### src/hw/rtl/mmra_pkg.sv
`default_nettype none

package mmra_pkg;

    localparam int RESIDUAL_BITS = 16;

    localparam logic OP_MOTION = 1'b0;
    localparam logic OP_POLL   = 1'b1;

    localparam logic [2:0] REPORT_LEN_BASE  = 3'd3;
    localparam logic [2:0] REPORT_LEN_WHEEL = 3'd4;

    // residual sum bounds, one bit wider than the residual
    localparam logic signed [RESIDUAL_BITS:0] SUM_HI = {2'b00, {(RESIDUAL_BITS-1){1'b1}}};
    localparam logic signed [RESIDUAL_BITS:0] SUM_LO = {2'b11, {(RESIDUAL_BITS-1){1'b0}}};
    localparam logic signed [RESIDUAL_BITS:0] SHARE_HI = (RESIDUAL_BITS+1)'(127);
    localparam logic signed [RESIDUAL_BITS:0] SHARE_LO = (RESIDUAL_BITS+1)'(-128);

    typedef struct packed {
        logic               operation;
        logic signed [15:0] delta_x;
        logic signed [15:0] delta_y;
        logic signed [7:0]  delta_z;
        logic [7:0]         button_bits;
        logic               wheel_wanted;
    } in_word_t;

    typedef struct packed {
        logic [7:0]        report_buttons;
        logic signed [7:0] report_x;
        logic signed [7:0] report_y;
        logic signed [7:0] report_wheel;
        logic [2:0]        report_length;
    } out_word_t;

    typedef struct packed {
        logic signed [7:0]               share;
        logic signed [RESIDUAL_BITS-1:0] residual;
    } drain_t;

endpackage

`default_nettype wire

### src/hw/rtl/mouse_motion_report_accumulator_unit.sv
`default_nettype none

// Channel | Signals                      | Word
// --------+------------------------------+-----------------------------------
// in      | in_valid, in_ready, in_data  | motion event or report poll
// out     | out_valid, out_ready, out_data | one report per poll
//
// One word per cycle while no poll is held back. An accepted word is held in
// the input register, then the pending/residual update and the report are done
// in a single pass into the state and output registers: a report becomes valid
// once its poll leaves the input register and the output register is written.
// Reset clears pending values, residuals and both valid flags.
// A poll waits in the input register while the output register holds an untaken
// report; motion events pass regardless.

module mouse_motion_report_accumulator_unit
    import mmra_pkg::*;
(
    input  wire logic      clk,
    input  wire logic      rst_n,
    input  wire logic      in_valid,
    output logic           in_ready,
    input  wire in_word_t  in_data,
    output logic           out_valid,
    input  wire logic      out_ready,
    output out_word_t      out_data
);

    localparam int RB = RESIDUAL_BITS;

    function automatic logic signed [7:0] scale_delta(input logic signed [15:0] d);
        logic signed [16:0] t;
        logic signed [15:0] h;
        logic signed [7:0]  r;
        t = $signed({d[15], d}) + $signed({16'b0, d[15]});
        if (d > 16'sd1 || d < -16'sd1)
            h = t[16:1];
        else
            h = d;
        if (h > 16'sd127)
            r = 8'sd127;
        else if (h < -16'sd128)
            r = -8'sd128;
        else
            r = h[7:0];
        return r;
    endfunction

    function automatic drain_t drain(input logic signed [RB-1:0] res,
                                     input logic signed [8:0] d);
        logic signed [RB:0] s;
        drain_t r;
        s = $signed({res[RB-1], res}) + $signed({{(RB-8){d[8]}}, d});
        if (s > SUM_HI)
            s = SUM_HI;
        if (s < SUM_LO)
            s = SUM_LO;
        if (s > SHARE_HI) begin
            r.share = 8'sd127;
            s = s - SHARE_HI;
        end
        else if (s < SHARE_LO) begin
            r.share = -8'sd128;
            s = s - SHARE_LO;
        end
        else begin
            r.share = s[7:0];
            s = '0;
        end
        r.residual = s[RB-1:0];
        return r;
    endfunction

    logic                 stage_valid_reg;
    in_word_t             stage_reg;
    logic [7:0]           pend_x_reg, pend_x_next;
    logic [7:0]           pend_y_reg, pend_y_next;
    logic [7:0]           pend_wheel_reg, pend_wheel_next;
    logic [7:0]           pend_buttons_reg, pend_buttons_next;
    logic signed [RB-1:0] res_x_reg, res_x_next;
    logic signed [RB-1:0] res_y_reg, res_y_next;
    logic                 out_valid_reg, out_valid_next;
    out_word_t            out_data_reg, out_data_next;

    logic                 is_poll;
    logic                 advance;
    logic                 replay;
    logic signed [7:0]    sx;
    logic signed [7:0]    sy;
    logic signed [8:0]    dx;
    logic signed [8:0]    dy;
    drain_t               drx;
    drain_t               dry;
    logic [7:0]           rep_x;
    logic [7:0]           rep_y;

    assign is_poll  = (stage_reg.operation == OP_POLL);
    assign advance  = stage_valid_reg && (!is_poll || !out_valid_reg || out_ready);
    assign in_ready = !stage_valid_reg || advance;
    assign replay   = is_poll && (pend_x_reg == 8'd0) && (pend_y_reg == 8'd0);

    always_comb
    begin
        sx = scale_delta(stage_reg.delta_x);
        sy = scale_delta(stage_reg.delta_y);
        if (is_poll) begin
            dx = '0;
            dy = '0;
        end
        else begin
            dx = {sx[7], sx};
            dy = -$signed({sy[7], sy});
        end
        drx = drain(res_x_reg, dx);
        dry = drain(res_y_reg, dy);
        rep_x = replay ? drx.share : pend_x_reg;
        rep_y = replay ? dry.share : pend_y_reg;

        pend_x_next       = pend_x_reg;
        pend_y_next       = pend_y_reg;
        pend_wheel_next   = pend_wheel_reg;
        pend_buttons_next = pend_buttons_reg;
        res_x_next        = res_x_reg;
        res_y_next        = res_y_reg;
        out_valid_next    = out_valid_reg && !out_ready;
        out_data_next     = out_data_reg;

        if (advance) begin
            if (!is_poll || replay) begin
                res_x_next = drx.residual;
                res_y_next = dry.residual;
            end
            if (!is_poll) begin
                pend_x_next       = drx.share;
                pend_y_next       = dry.share;
                pend_wheel_next   = stage_reg.delta_z;
                pend_buttons_next = stage_reg.button_bits;
            end
            else begin
                pend_x_next       = '0;
                pend_y_next       = '0;
                pend_buttons_next = '0;
                out_valid_next    = 1'b1;
                out_data_next.report_buttons = pend_buttons_reg;
                out_data_next.report_x       = rep_x;
                out_data_next.report_y       = rep_y;
                if (stage_reg.wheel_wanted) begin
                    out_data_next.report_wheel  = pend_wheel_reg;
                    out_data_next.report_length = REPORT_LEN_WHEEL;
                    pend_wheel_next             = '0;
                end
                else begin
                    out_data_next.report_wheel  = '0;
                    out_data_next.report_length = REPORT_LEN_BASE;
                end
            end
        end
    end

    always_ff @(posedge clk or negedge rst_n)
    begin
        if (!rst_n) begin
            stage_valid_reg  <= 1'b0;
            out_valid_reg    <= 1'b0;
            pend_x_reg       <= '0;
            pend_y_reg       <= '0;
            pend_wheel_reg   <= '0;
            pend_buttons_reg <= '0;
            res_x_reg        <= '0;
            res_y_reg        <= '0;
        end
        else begin
            if (in_ready)
                stage_valid_reg <= in_valid;
            out_valid_reg    <= out_valid_next;
            pend_x_reg       <= pend_x_next;
            pend_y_reg       <= pend_y_next;
            pend_wheel_reg   <= pend_wheel_next;
            pend_buttons_reg <= pend_buttons_next;
            res_x_reg        <= res_x_next;
            res_y_reg        <= res_y_next;
        end
    end

    always_ff @(posedge clk)
    begin
        if (in_ready && in_valid)
            stage_reg <= in_data;
        out_data_reg <= out_data_next;
    end

    assign out_valid = out_valid_reg;
    assign out_data  = out_data_reg;

endmodule

`default_nettype wire

### config.mk
export PLATFORM = sky130hd
export DESIGN_NAME = mouse_motion_report_accumulator_unit
export DESIGN_NICKNAME = d
export VERILOG_FILES = /design/src/hw/rtl/mmra_pkg.sv /design/src/hw/rtl/mouse_motion_report_accumulator_unit.sv
export SDC_FILE = /design/constraint.sdc
export NUM_CORES = 1
export LEC_CHECK = 0
export BUFFER_PORTS_ARGS = -buffer_cell sky130_fd_sc_hd__buf_2
export CAP_MARGIN = 10
export CORE_ASPECT_RATIO = 0.8
export CORE_MARGIN = 2
export CORE_UTILIZATION = 52
export DETAILED_ROUTE_END_ITERATION = 10
export PLACE_DENSITY = 0.71
export SYNTH_ARGS = -nofsm -noshare
export SYNTH_HDL_FRONTEND = slang
export SYNTH_SLANG_ARGS = --single-unit
### constraint.sdc
create_clock -name clk -period 9.2 [get_ports clk]
set_clock_uncertainty 0.2 [all_clocks]
set_input_delay 0.92 -clock clk [delete_from_list [all_inputs] [get_ports clk]]
set_output_delay 0.92 -clock clk [all_outputs]
set_load 0.02 [all_outputs]
==> results.cfg <==
[status]
result_of_the_run = finished, final reports clean

[timing]
slew_viol_final = 0
timing.setup.tns_ns = 0
worst_pin_slew_ns = 1.12
max_freq_mhz = 113
post_route_clock_period_utilization_pct = 96.0
timing.max_slew.rel_slack_pct = 25.4
hold_slack_ns = 0.254
finalHoldViolations = 0
postLayoutSetupSlackWorst_ns = 0.366
final.min_clock_period_ns = 8.83
finalSetupViolations = 0

[yosys]
netlist-cell-type-count = 96
synth_edf_count = 84
synth.ff_latch_count = 150
seq_area_frac_synth_pct = 39.0
yosysWarningCount = 0
async_flop_share_pct = 44.0
yosys_most_used_dff = edfxtp_1
netlist_area_um2 = 10700
postSynthAreaPerCell_um2 = 9.09
synth.net_count = 1280
synthCells = 1179

[floorplanning]
floorplan.die_area_um2 = 21800
overall_die_height_um = 132
fp-row-count = 46
fp.coreArea_um2 = 20000
io-pin-count = 91
initial_util_pct = 53.5
die_width_um = 164

[worst_setup_path]
critPathCaptureType = flop
regToRegEndpoint = out_data[22]
worstPathRequired_ns = 9.17
r2r_setup_slack_ns = 0.37
setup.worst_path.start_class = flop
start_of_the_worst_register_to_register_path = stage_reg[48]
slowest_stage = or4b_2
cpPeakStageDelay_ns = 0.69
critPathMaxFanout = 15
critical_path_class = reg -> reg
timing.reg2reg.worst_path_depth = 29
crit_path_start = stage_reg[48]
worstPathArrival_ns = 8.80

[pwr]
powerDensity_nw_per_um2 = 394
fin_total_pwr_mw = 4.80
max-vdd-ir-drop_mv = 0.166
leakagePower_nw = 4.96

[clock_tree]
cts.sinks = 150
cts_tree = done
cts-root-buf = clkbuf_16
cts_hold_repair.buffers = 0
ctsHtreeMaxLevel = 4
worst_setup_hold_path_clk_slew_ns = 0.06
cts_inserted_buffers = 17
insertion_delay_ns = 0.43
clock_path_buffers = 2

[worst_hold_path]
holdCritPathClass = reg -> reg
worstHoldEndpoint = out_data[33]
hold-path-cell-count = 0
hp-start = pend_buttons_reg[6]

[final_layout]
area_growth_syn_to_layout_pct = 13.8
regArea_um2 = 4170
finish.net_count = 1357
share_of_layout_cells_above_drive_strength_1_pct = 16.7
largest_reg_flops = 49
fillerInstances = 1719
multiInputGateArea_um2 = 6330
diodes = 0

[grt]
grt_first_pass_wirelength_mm = 47.7
grt.overflow.total = 0
grt.total_usage_pct = 27.5
vias_in_the_first_global_route = 8974
antenna_found_initial = 0
grt_start_max_net_pins = 67

[routing]
wirelength_mm = 29.7
avgViaCountPerCell = 6.36
drt-pass1-iter-count = 7
detail_route.wl_per_cell_um = 19.4
initialDrtViolationCount = 894
drt.antenna.violating_nets = 0
num_vias = 9756
drt_drc_violations_left = 0

[placement]
globalplace.congestion = 0.972
detailed_place_hpwl_mm = 21.8
post-place-ws_ns = 0.0392
port_buffers = 90

[job]
cap_viol_max_count = 0
-- cells in the mapped netlist, types with 12 or more instances --
| cell type | instances | area (µm²) |
|---|---|---|
| a211oi_1 | 14 | 105 |
| a21o_1 | 30 | 225 |
| a21oi_1 | 69 | 345 |
| a22o_1 | 21 | 184 |
| a31oi_1 | 22 | 138 |
| and2_1 | 27 | 169 |
| and3_1 | 23 | 144 |
| clkbuf_1 | 48 | 180 |
| dfrtp_1 | 66 | 1650 |
| edfxtp_1 | 84 | 2520 |
| ha_1 | 45 | 563 |
| inv_1 | 28 | 105 |
| nand2_1 | 94 | 353 |
| nand2b_1 | 14 | 87.6 |
| nand3_1 | 54 | 270 |
| nand4_1 | 22 | 138 |
| nor2_1 | 93 | 349 |
| nor2b_1 | 12 | 75.1 |
| nor3_1 | 32 | 160 |
| nor4_1 | 12 | 75.1 |
| o21a_1 | 16 | 120 |
| o21ai_0 | 62 | 310 |
| o21ai_1 | 19 | 95.1 |
| o31ai_1 | 14 | 105 |
| xnor2_1 | 27 | 236 |
| xor2_1 | 15 | 131 |
-- cell usage in the layout (no fill, tap or decap), types with 11 or more instances in the layout --
master and n:
a211oi_1 13, a21o_1 30, a21oi_1 65, a22o_1 21
a31oi_1 22, and2_1 26, and3_1 22, buf_2 90
buf_4 33, clkbuf_16 17, dfrtp_1 66, edfxtp_1 84
ha_1 44, inv_1 28, nand2_1 94, nand2b_1 14
nand3_1 54, nand4_1 22, nor2_1 92, nor2b_1 12
nor3_1 29, o21a_1 16, o21ai_0 62, o21ai_1 19
o31ai_1 12, or3_1 11, xnor2_1 27, xor2_1 14
-- logic make-up after synthesis --
kind of cell / count (synthesis) / synth area share, %
and+or+nand+nor: 445 / 21.5
AOI/OAI and AO/OA: 387 / 25.5
DFF: 150 / 39.0
buffers and inverters: 93 / 3.57
adders and majority gates: 47 / 5.63
xor gates and xnor gates: 42 / 3.43
muxes: 15 / 1.46
-- layout make-up --
class                   count  share of cell area (%)
inverters                  28                   0.862
flip-flops and latches    150                    34.2
clock buffers              18                    3.52
repair buffers            123                    5.72
clock inverters            14                    1.07
well taps                 264                    2.71
multi-input cells         936                    51.9
-- worst max-delay path by stage --
| stage | end | slack [ns] | cells past startpoint |
|---|---|---|---|
| floorplan | out_data[25] | 0.71 | 35 |
| global placement | out_data[22] | -0.13 | 31 |
| detailed placement | out_data[22] | 0.04 | 31 |
| CTS | res_y_reg[10] | 0.13 | 35 |
| global route | out_data[22] | -0.04 | 32 |
| finish | out_data[22] | 0.37 | 29 |
-- metal layers --
layer  GRT usage (%)  share of wire, %
met2            37.9                42
met5               0                 0
met1            43.2                49
met4            6.71               1.3
met3            6.23               7.5
-- report_power, final --
| group | total (mW) | switching (mW) | internal [mW] |
|---|---|---|---|
| clock | 0.681 | 0.322 | 0.359 |
| combinational | 3.15 | 1.96 | 1.19 |
| sequential | 0.969 | 0.106 | 0.863 |
| total | 4.80 | 2.39 | 2.41 |
-- worst max-delay path: cells and delay by family (launching register included) --
| kind | cells | cell delay (ns) |
|---|---|---|
| AO/OA/AOI/OAI | 13 | 3.55 |
| adder cells (fa/ha/maj) | 4 | 1.20 |
| AND/OR/NAND/NOR | 11 | 2.92 |
| XOR/XNOR | 1 | 0.23 |
| flip-flops | 1 | 0.49 |
-- what timing repair did --
| item | 4_1_cts | 5_1_grt |
|---|---|---|
| setup buffers | 0 | 1 |
| hold endpoints to repair | 0 | 0 |
| setup endpoints to repair | 4 | 64 |
| pin swaps | 0 | 4 |
| resized for setup | 2 | 24 |
-- metrics by stage --
step / util (%) / instances / instance area, µm²
3_3_place_gp: 57.3 / 1500 / 11500
2_1_floorplan: - / 1179 / 10700
6_report: 60.9 / 1533 / 12200
4_1_cts: 60.2 / 1532 / 12000
3_5_place_dp: 57.3 / 1500 / 11500
5_1_grt: 60.9 / 1533 / 12200
(Power assumes the default switching activity.)
